### config.mk
export PLATFORM = sky130hd
export DESIGN_NAME = i2c_register_burst_master
export DESIGN_NICKNAME = d
export VERILOG_FILES = /design/src/rtl/i2crbm_pkg.sv /design/src/rtl/i2crbm_cfg.sv /design/src/rtl/i2crbm_seq.sv /design/src/rtl/i2c_register_burst_master.sv
export SDC_FILE = /design/constraint.sdc
export NUM_CORES = 1
export LEC_CHECK = 0
export BUFFER_PORTS_ARGS = -buffer_cell sky130_fd_sc_hd__buf_2
export CAP_MARGIN = 20
export CORE_AREA = 2 2 106 128
export DETAILED_ROUTE_END_ITERATION = 12
export DIE_AREA = 0 0 108 130
export PLACE_DENSITY = 0.78
export SYNTH_ARGS = -nofsm -noshare
export SYNTH_HDL_FRONTEND = slang
export SYNTH_HIERARCHICAL = 1
export SYNTH_SLANG_ARGS = --single-unit
### constraint.sdc
create_clock -name i_clk -period 4.3 [get_ports i_clk]
set_input_delay 1.29 -clock i_clk [delete_from_list [all_inputs] [get_ports i_clk]]
set_output_delay 1.29 -clock i_clk [all_outputs]
set_load 0.01 [all_outputs]
### src/rtl/i2crbm_pkg.sv
// ----------------------------------------------------------------------------
// i2crbm_pkg
// shared types and constants of the i2c register burst master
// ----------------------------------------------------------------------------
package i2crbm_pkg;

    // bus phase codes
    typedef enum logic [4:0] {
        PH_IDLE  = 5'd0,
        PH_S_A   = 5'd1,
        PH_S_B   = 5'd2,
        PH_S_C   = 5'd3,
        PH_TX_LO = 5'd4,
        PH_TX_HI = 5'd5,
        PH_TA_HI = 5'd6,
        PH_TA_LO = 5'd7,
        PH_RS    = 5'd8,
        PH_RX_LO = 5'd9,
        PH_RX_HI = 5'd10,
        PH_K_LO  = 5'd11,
        PH_K_HI  = 5'd12,
        PH_P_A   = 5'd13,
        PH_P_B   = 5'd14,
        PH_P_C   = 5'd15
    } t_phase;

    // request kinds carried with each tick
    typedef enum logic [1:0] {
        MODE_TICK  = 2'd0,
        MODE_WRITE = 2'd1,
        MODE_READ  = 2'd2,
        MODE_BURST = 2'd3
    } t_mode;

    // configuration register indexes
    localparam logic [7:0] CFG_DEV_ADDR    = 8'd0;
    localparam logic [7:0] CFG_BURST_REG   = 8'd1;
    localparam logic [7:0] CFG_BURST_LEN   = 8'd2;
    localparam logic [7:0] CFG_PHASE_TICKS = 8'd3;

    // configuration reset values
    localparam logic [6:0] DEV_ADDR_RST    = 7'h53;
    localparam logic [7:0] BURST_REG_RST   = 8'h32;
    localparam logic [4:0] BURST_LEN_RST   = 5'd6;
    localparam logic [7:0] PHASE_TICKS_RST = 8'd5;

    typedef struct packed {
        logic [6:0] dev_addr;
        logic [7:0] burst_reg;
        logic [4:0] burst_len;
        logic [7:0] phase_ticks;
    } t_cfg;

    typedef struct packed {
        t_mode      kind;
        logic [7:0] reg_addr;
        logic [7:0] data;
    } t_req;

    typedef struct packed {
        t_mode      mode;
        logic [7:0] target_reg;
        logic [7:0] write_data;
        logic       sda_in;
    } t_item;

    typedef struct packed {
        logic       scl;
        logic       sda_out;
        logic       sda_enable;
        logic [7:0] read_byte;
        logic       read_valid;
        logic       read_last;
        logic       ack_error;
        logic       busy;
    } t_result;

endpackage

### src/rtl/i2crbm_cfg.sv
// ----------------------------------------------------------------------------
// i2crbm_cfg
// configuration register file, written through a valid/ready channel
// ----------------------------------------------------------------------------
module i2crbm_cfg
    import i2crbm_pkg::*;
(
    input  logic       i_clk,
    input  logic       i_rst_n,
    input  logic       i_valid,
    output logic       o_ready,
    input  logic [7:0] i_index,
    input  logic [7:0] i_data,
    output t_cfg       o_cfg
);

    t_cfg r_cfg;
    t_cfg n_cfg;

    assign o_ready = 1'b1;
    assign o_cfg   = r_cfg;

    always_comb begin
        n_cfg = r_cfg;
        if (i_valid) begin
            case (i_index)
                CFG_DEV_ADDR:    n_cfg.dev_addr    = i_data[6:0];
                CFG_BURST_REG:   n_cfg.burst_reg   = i_data;
                CFG_BURST_LEN:   n_cfg.burst_len   = i_data[4:0];
                CFG_PHASE_TICKS: n_cfg.phase_ticks = i_data;
                default:         n_cfg = r_cfg;
            endcase
        end
    end

    always_ff @(posedge i_clk) begin
        if (!i_rst_n) begin
            r_cfg.dev_addr    <= DEV_ADDR_RST;
            r_cfg.burst_reg   <= BURST_REG_RST;
            r_cfg.burst_len   <= BURST_LEN_RST;
            r_cfg.phase_ticks <= PHASE_TICKS_RST;
        end else begin
            r_cfg <= n_cfg;
        end
    end

endmodule

### src/rtl/i2crbm_seq.sv
// ----------------------------------------------------------------------------
// i2crbm_seq
// bus phase sequencer: one tick of state update per step
// ----------------------------------------------------------------------------
module i2crbm_seq
    import i2crbm_pkg::*;
#(
    parameter int MAX_BURST = 16
) (
    input  logic    i_clk,
    input  logic    i_rst_n,
    input  logic    i_step,
    input  t_item   i_item,
    input  t_cfg    i_cfg,
    output t_result o_res
);

    localparam int LW_RAW = $clog2(MAX_BURST + 1);
    localparam int LW     = (LW_RAW < 2) ? 2 : LW_RAW;

    t_phase        r_phase, n_phase, e_phase;
    logic [7:0]    r_tick,  n_tick,  e_tick;
    logic [2:0]    r_bit,   n_bit,   e_bit;
    logic [7:0]    r_shift, n_shift, e_shift;
    logic [LW-1:0] r_left,  n_left,  e_left;
    t_req          r_req,   n_req,   e_req;
    logic          r_nack,  n_nack;

    logic          start;
    logic          busy;
    logic          ending;
    logic          ackbit;
    logic [7:0]    plen;
    logic [2:0]    bit_inc;
    logic [7:0]    rx_shift;
    logic [4:0]    burst_n5;
    logic [LW-1:0] burst_n;
    logic          scl, sda, en;
    logic [7:0]    rbyte;
    logic          rvalid, rlast;

    // a start on an idle tick enters the first phase on that same tick
    assign start   = (r_phase == PH_IDLE) && (i_item.mode != MODE_TICK);
    assign e_phase = start ? PH_S_A : r_phase;
    assign e_tick  = start ? 8'd0 : r_tick;
    assign e_bit   = start ? 3'd0 : r_bit;
    assign e_shift = start ? {i_cfg.dev_addr, 1'b0} : r_shift;
    assign e_left  = start ? ((i_item.mode == MODE_WRITE) ? LW'(3) : LW'(2)) : r_left;
    assign e_req   = start ? {i_item.mode,
                              (i_item.mode == MODE_BURST) ? i_cfg.burst_reg
                                                          : i_item.target_reg,
                              i_item.write_data}
                           : r_req;

    assign busy     = (e_phase != PH_IDLE);
    assign ackbit   = (e_left <= LW'(1));
    assign plen     = (i_cfg.phase_ticks == 8'd0) ? 8'd1 : i_cfg.phase_ticks;
    assign ending   = busy && (({1'b0, e_tick} + 9'd1) >= {1'b0, plen});
    assign bit_inc  = e_bit + 3'd1;
    assign rx_shift = {e_shift[6:0], i_item.sda_in};

    // burst length, zero read as one, saturated to the burst limit
    assign burst_n5 = (i_cfg.burst_len == 5'd0) ? 5'd1 : i_cfg.burst_len;
    assign burst_n  = ({{LW{1'b0}}, burst_n5} > (LW + 5)'(MAX_BURST))
                      ? LW'(MAX_BURST) : LW'(burst_n5);

    // line levels of the current phase
    always_comb begin
        scl = 1'b1;
        sda = 1'b1;
        en  = 1'b0;
        case (e_phase)
            PH_S_A:   begin scl = 1'b1; sda = 1'b1;       en = 1'b1; end
            PH_S_B:   begin scl = 1'b1; sda = 1'b0;       en = 1'b1; end
            PH_S_C:   begin scl = 1'b0; sda = 1'b0;       en = 1'b1; end
            PH_TX_LO: begin scl = 1'b0; sda = e_shift[7]; en = 1'b1; end
            PH_TX_HI: begin scl = 1'b1; sda = e_shift[7]; en = 1'b1; end
            PH_TA_HI: scl = 1'b1;
            PH_TA_LO: scl = 1'b0;
            PH_RS:    begin scl = 1'b0; sda = 1'b1;       en = 1'b1; end
            PH_RX_LO: scl = 1'b0;
            PH_RX_HI: scl = 1'b1;
            PH_K_LO:  begin scl = 1'b0; sda = ackbit;     en = 1'b1; end
            PH_K_HI:  begin scl = 1'b1; sda = ackbit;     en = 1'b1; end
            PH_P_A:   begin scl = 1'b0; sda = 1'b0;       en = 1'b1; end
            PH_P_B:   begin scl = 1'b1; sda = 1'b0;       en = 1'b1; end
            PH_P_C:   begin scl = 1'b1; sda = 1'b1;       en = 1'b1; end
            default:  begin scl = 1'b1; sda = 1'b1;       en = 1'b0; end
        endcase
    end

    // next state
    always_comb begin
        n_phase = e_phase;
        n_tick  = e_tick;
        n_bit   = e_bit;
        n_shift = e_shift;
        n_left  = e_left;
        n_req   = e_req;
        n_nack  = r_nack;
        rbyte   = 8'd0;
        rvalid  = 1'b0;
        rlast   = 1'b0;
        if (busy && !ending) begin
            n_tick = e_tick + 8'd1;
        end
        if (ending) begin
            n_tick  = 8'd0;
            n_phase = PH_IDLE;
            case (e_phase)
                PH_S_A: n_phase = PH_S_B;
                PH_S_B: n_phase = PH_S_C;
                PH_S_C: begin
                    n_phase = PH_TX_LO;
                    n_bit   = 3'd0;
                end
                PH_TX_LO: n_phase = PH_TX_HI;
                PH_TX_HI: begin
                    n_shift = {e_shift[6:0], 1'b0};
                    n_bit   = bit_inc;
                    n_phase = (bit_inc == 3'd0) ? PH_TA_HI : PH_TX_LO;
                end
                PH_TA_HI: begin
                    n_nack  = i_item.sda_in;
                    n_phase = PH_TA_LO;
                end
                PH_TA_LO: begin
                    n_bit = 3'd0;
                    if (e_left == LW'(0)) begin
                        // read address sent, start receiving
                        n_left  = (e_req.kind == MODE_BURST) ? burst_n : LW'(1);
                        n_shift = 8'd0;
                        n_phase = PH_RX_LO;
                    end else if (e_left > LW'(1)) begin
                        n_left  = e_left - LW'(1);
                        n_shift = ((e_req.kind == MODE_WRITE) && (e_left == LW'(2)))
                                  ? e_req.data : e_req.reg_addr;
                        n_phase = PH_TX_LO;
                    end else if (e_req.kind == MODE_WRITE) begin
                        n_phase = PH_P_A;
                    end else begin
                        // repeated start with read bit
                        n_left  = LW'(0);
                        n_shift = {i_cfg.dev_addr, 1'b1};
                        n_phase = PH_RS;
                    end
                end
                PH_RS:    n_phase = PH_S_A;
                PH_RX_LO: n_phase = PH_RX_HI;
                PH_RX_HI: begin
                    n_shift = rx_shift;
                    n_bit   = bit_inc;
                    if (bit_inc == 3'd0) begin
                        rbyte   = rx_shift;
                        rvalid  = 1'b1;
                        rlast   = (e_left <= LW'(1));
                        n_phase = PH_K_LO;
                    end else begin
                        n_phase = PH_RX_LO;
                    end
                end
                PH_K_LO: n_phase = PH_K_HI;
                PH_K_HI: begin
                    if (e_left <= LW'(1)) begin
                        n_left  = LW'(0);
                        n_phase = PH_P_A;
                    end else begin
                        n_left  = e_left - LW'(1);
                        n_shift = 8'd0;
                        n_bit   = 3'd0;
                        n_phase = PH_RX_LO;
                    end
                end
                PH_P_A:  n_phase = PH_P_B;
                PH_P_B:  n_phase = PH_P_C;
                default: n_phase = PH_IDLE;
            endcase
        end
    end

    always_ff @(posedge i_clk) begin
        if (!i_rst_n) begin
            r_phase <= PH_IDLE;
            r_tick  <= 8'd0;
            r_bit   <= 3'd0;
            r_shift <= 8'd0;
            r_left  <= '0;
            r_req   <= '0;
            r_nack  <= 1'b0;
        end else if (i_step) begin
            r_phase <= n_phase;
            r_tick  <= n_tick;
            r_bit   <= n_bit;
            r_shift <= n_shift;
            r_left  <= n_left;
            r_req   <= n_req;
            r_nack  <= n_nack;
        end
    end

    assign o_res.scl        = scl;
    assign o_res.sda_out    = sda;
    assign o_res.sda_enable = en;
    assign o_res.read_byte  = rbyte;
    assign o_res.read_valid = rvalid;
    assign o_res.read_last  = rlast;
    assign o_res.ack_error  = n_nack;
    assign o_res.busy       = busy;

endmodule

### src/rtl/i2c_register_burst_master.sv
// ----------------------------------------------------------------------------
// i2c_register_burst_master
// tick-driven i2c master for register writes, reads and burst reads
// ----------------------------------------------------------------------------
// path: a tick accepted into the input register passes the sequencer step into the
// result register, whose result transaction is then offered; a sink stall can hold it
// throughput: one tick per clock cycle, set by the single-pass sequencer step
// between the input register and the result register; a sink stall holds both
// reset: synchronous active low; sequencer idle, bus released, config at defaults
// ----------------------------------------------------------------------------
module i2c_register_burst_master
    import i2crbm_pkg::*;
#(
    parameter int MAX_BURST = 16
) (
    input  logic        i_clk,
    input  logic        i_rst_n,
    // tick stream in
    input  logic        s_axis_tvalid,
    output logic        s_axis_tready,
    input  logic [23:0] s_axis_tdata,  // target_reg[7:0], write_data[15:8], sda_in[16]
    input  logic [1:0]  s_axis_tuser,  // mode[1:0]
    // line and read result stream out
    output logic        m_axis_tvalid,
    input  logic        m_axis_tready,
    output logic [15:0] m_axis_tdata,  // scl[0], sda_out[1], sda_enable[2],
                                       // read_byte[10:3], ack_error[11], busy_res[12]
    output logic        m_axis_tuser,  // read_valid[0]
    output logic        m_axis_tlast,  // read_last
    // configuration writes
    input  logic        i_cfg_valid,
    output logic        o_cfg_ready,
    input  logic [7:0]  i_cfg_index,
    input  logic [7:0]  i_cfg_data
);

    // input register
    logic    r_in_valid;
    t_item   r_in;
    // result register
    logic    r_out_valid;
    t_result r_out;

    t_cfg    cfg;
    t_result res;
    logic    advance;

    // the sequencer steps whenever a tick is held and the result slot frees up
    assign advance       = r_in_valid && (!r_out_valid || m_axis_tready);
    assign s_axis_tready = !r_in_valid || advance;

    always_ff @(posedge i_clk) begin
        if (!i_rst_n) begin
            r_in_valid <= 1'b0;
        end else if (s_axis_tready) begin
            r_in_valid <= s_axis_tvalid;
        end
    end

    // payload needs no reset
    always_ff @(posedge i_clk) begin
        if (s_axis_tvalid && s_axis_tready) begin
            r_in.mode        <= t_mode'(s_axis_tuser);
            r_in.target_reg  <= s_axis_tdata[7:0];
            r_in.write_data  <= s_axis_tdata[15:8];
            r_in.sda_in      <= s_axis_tdata[16];
        end
    end

    i2crbm_cfg u_cfg (
        .i_clk   (i_clk),
        .i_rst_n (i_rst_n),
        .i_valid (i_cfg_valid),
        .o_ready (o_cfg_ready),
        .i_index (i_cfg_index),
        .i_data  (i_cfg_data),
        .o_cfg   (cfg)
    );

    i2crbm_seq #(
        .MAX_BURST (MAX_BURST)
    ) u_seq (
        .i_clk   (i_clk),
        .i_rst_n (i_rst_n),
        .i_step  (advance),
        .i_item  (r_in),
        .i_cfg   (cfg),
        .o_res   (res)
    );

    // result register, held while the sink stalls
    always_ff @(posedge i_clk) begin
        if (!i_rst_n) begin
            r_out_valid <= 1'b0;
        end else if (advance) begin
            r_out_valid <= 1'b1;
        end else if (m_axis_tready) begin
            r_out_valid <= 1'b0;
        end
    end

    always_ff @(posedge i_clk) begin
        if (advance) begin
            r_out <= res;
        end
    end

    assign m_axis_tvalid = r_out_valid;
    assign m_axis_tdata  = {3'b000, r_out.busy, r_out.ack_error, r_out.read_byte,
                            r_out.sda_enable, r_out.sda_out, r_out.scl};
    assign m_axis_tuser  = r_out.read_valid;
    assign m_axis_tlast  = r_out.read_last;

`ifndef ASSERT_OFF
    // a received byte only shows up during a transaction
    a_read_in_busy: assert property (@(posedge i_clk) disable iff (!i_rst_n)
        r_out_valid && r_out.read_valid |-> r_out.busy)
        else $error("read byte reported outside a transaction");

    // last marker only travels with a received byte
    a_last_with_byte: assert property (@(posedge i_clk) disable iff (!i_rst_n)
        r_out_valid && r_out.read_last |-> r_out.read_valid)
        else $error("read_last without read_valid");

    // idle ticks leave the bus released with clock high
    a_idle_released: assert property (@(posedge i_clk) disable iff (!i_rst_n)
        r_out_valid && !r_out.busy |-> r_out.scl && !r_out.sda_enable)
        else $error("bus driven while idle");

    // a held tick is not dropped while the result slot is blocked
    a_hold_tick: assert property (@(posedge i_clk) disable iff (!i_rst_n)
        r_in_valid && !advance |=> r_in_valid)
        else $error("held tick lost");
`endif

endmodule

==> results.toml <==
[run_status]
status = "finished, final reports clean"

[yosys]
synth_top_area_cell = "dfxtp_1"
synth_edf_count = 34
synth_area_leaders = "dfxtp_1 25%, edfxtp_1 16%, mux2i_1 5.1%"
ys_seq_area_frac = 0.411
syn-instance-count = 671
async_flop_share = 0
synth_top_area_frac = 0.248
yosysWarnings = 6
synthesis.area_mm2 = 0.00629
synth_area_per_cell_um2 = 9.37
ys_types = 89
synth-main-ff-cell = "dfxtp_1"
synth-seq-cells = 112

[grt]
grt_max_degree = 48
first_global_vias = 5127
grt_pass1_wl_mm = 25.9
antenna_found_initial = 0
grt_usage = 0.236
overflow = 0

[min_path]
hold_class = "reg2reg"
hp-start = "u_seq/r_req[0]"

[finish]
drive_above_1_share = 0.185
area_delta_synth_final_pct = 9.33
fin_util = 0.531
multi_input_area_mm2 = 0.00332
nNetsFinal = 763
regArea_mm2 = 0.00258
final_cell_mix = "80 x nand2_1, 78 x dfxtp_1, 56 x buf_2"
antenna_cells = 0
fillers = 1199
final_common_cell = "nand2_1"

[placed_design]
dp_slack_ps = 361
place_congestion = 0.902
hpwl_mm = 11.9
io_buffers = 56

[pwr]
p_per_area_mw_per_mm2 = 324
irDropWorstVdd_mv = 0.187
p_leak_nw = 2.64

[detailed_routing]
drtAntennaViolNets = 0
wl_per_cell_um = 18.4
drt_wl_total_mm = 16.1
viasPerCell = 6.09
drtIter0Drc = 485
first_pass_iters = 6
vias = 5342
drc = 0

[clock_tree]
cts_buffer_depth = 2
postCtsHoldBufs = 0
path_clk_slew_ps = 80
tritoncts = "built"
cts_setup_buffers = 0
htreeDepth = 3
cts_sinks = 112
clockRootBuffer = "clkbuf_16"
cts-resized-gates = 0
cts_buffers = 9
clk_latency_ps = 350

[critical_path]
startpoint_type = "flop"
crit_start = "r_in[18]"
worst-r2r-cell-count = 14
reg2reg_to = "m_axis_tdata[8]"
crit_required_ps = 4390
cp.arrival_ps = 4120
reg2reg_from = "r_in[18]"
crit_type = "reg2reg"
rrSetupSlack_ps = 270
crit_end = "m_axis_tdata[8]"
cp-end-kind = "flop"
cp_max_fo = 10

[timing]
fin_ws_ps = 269
worstMarginPinSlew_ps = 927
hold_violations = 0
finalMaxSlewViolations = 0
setup_violations = 0
setup_tns_ps = 0
rsz0062_at_grt = "false"
clock.fmax_mhz = 248
slew_headroom = 0.382
fin_skew_ps = 11.2
period_minus_slack_ps = 4030
fin_crit_sh = 0.937

[die]
start_util = 0.486
die_area_mm2 = 0.0140
row_count = 46
io_pins = 68
die_h_um = 130
core_area_mm2 = 0.0129
dieWidth_um = 108

[run]
max_cap_violations = 0
layout make-up:
type / instances / area share
multi-input cells: 490 / 0.482
flip-flops and latches: 112 / 0.376
repair buffers: 74 / 0.0604
clock buffers: 11 / 0.0353
well taps: 168 / 0.0306
inverters: 17 / 0.00928
clock inverters: 5 / 0.00655
report_power, final:
group	switching, W	total, W	internal, W
Sequential	0.0000217	0.00114	0.00112
Clock	0.000406	0.000827	0.000421
Combinational	0.000163	0.000258	0.0000950
Total	0.000591	0.00223	0.00164
metrics by stage:
| stage | power [W] | hold WS, ps | cells | area [um2] |
|---|---|---|---|---|
| final | 0.00223 | 464 | 877 | 6880 |
| after global routing | 0.00231 | 489 | 877 | 6880 |
| after CTS | 0.00224 | 463 | 877 | 6880 |
| after detailed placement | 0.00142 | 452 | 861 | 6590 |
| after global placement | 0.00141 | 446 | 861 | 6590 |
| after floorplan | 0.00135 | 431 | 673 | 6300 |
registers in the layout, indices dropped and copies added (netlist names):
register and flops:
u_cfg/o_cfg 28, r_in 19, u_seq/r_req 18, m_axis_tdata 13, u_seq/r_shift 8, u_seq/r_tick 8, u_seq/r_left 5, u_seq/r_phase 5
u_seq/r_bit 3, m_axis_tlast 1, m_axis_tuser 1, m_axis_tvalid 1, r_in_valid 1, u_seq/r_nack 1
worst min path at each step:
stage | to | slack [ps] | cells after the start
after floorplan | u_seq/r_req[6] | 430 | 2
after global placement | u_seq/r_bit[1] | 450 | 2
after detailed placement | u_seq/r_req[0] | 450 | 2
after CTS | u_seq/r_req[0] | 460 | 2
after global routing | u_cfg/o_cfg[8] | 490 | 2
final | u_seq/r_req[0] | 460 | 2
metal layers:
layer,track usage,part of all wire
met1,0.289,0.40
met2,0.412,0.50
met3,0.0330,0.060
met4,0.106,0.038
met5,0,0
logic make-up after synthesis:
logic type / count (synthesis) / synth area share
compound gates: 168 / 0.200
other cells: 2 / 0.00119
fa+ha+maj: 12 / 0.0239
mux: 46 / 0.0760
xor+xnor: 5 / 0.00696
buf+inv: 71 / 0.0643
flops: 112 / 0.411
simple gates: 255 / 0.217
cell usage after synthesis, drive strengths merged, types with 3 or more instances:
cell type	number
nand4	5
buf	36
nor2	51
nor4	4
a22oi	11
dfxtp	78
a31oi	6
a32o	5
mux2i	32
xnor2	4
mux2	14
o22ai	3
nand2	82
nand3	27
nor2b	33
a21oi	37
a222oi	5
o31a	3
and3	6
ha	12
o21ai	24
o2bb2ai	7
nor3	14
a21boi	8
edfxtp	34
a22o	6
o211ai	5
o32ai	3
a311oi	5
clkbuf	18
inv	17
o31ai	7
a21o	4
and2	8
or3	6
nand2b	4
a32oi	6
critical path, cell delays in order, from the launching register on:
cell,delay (ps)
edfxtp_1,380
or2_1,320
nand3_2,160
and2_1,210
ha_1,210
nand3_1,230
or3_1,410
a21oi_1,230
ha_1,290
a21o_1,160
a21oi_1,300
o31ai_4,130
nor2_1,270
or4_1,380
nor2b_1,100
Note: power is estimated with default switching activity, not from simulation.
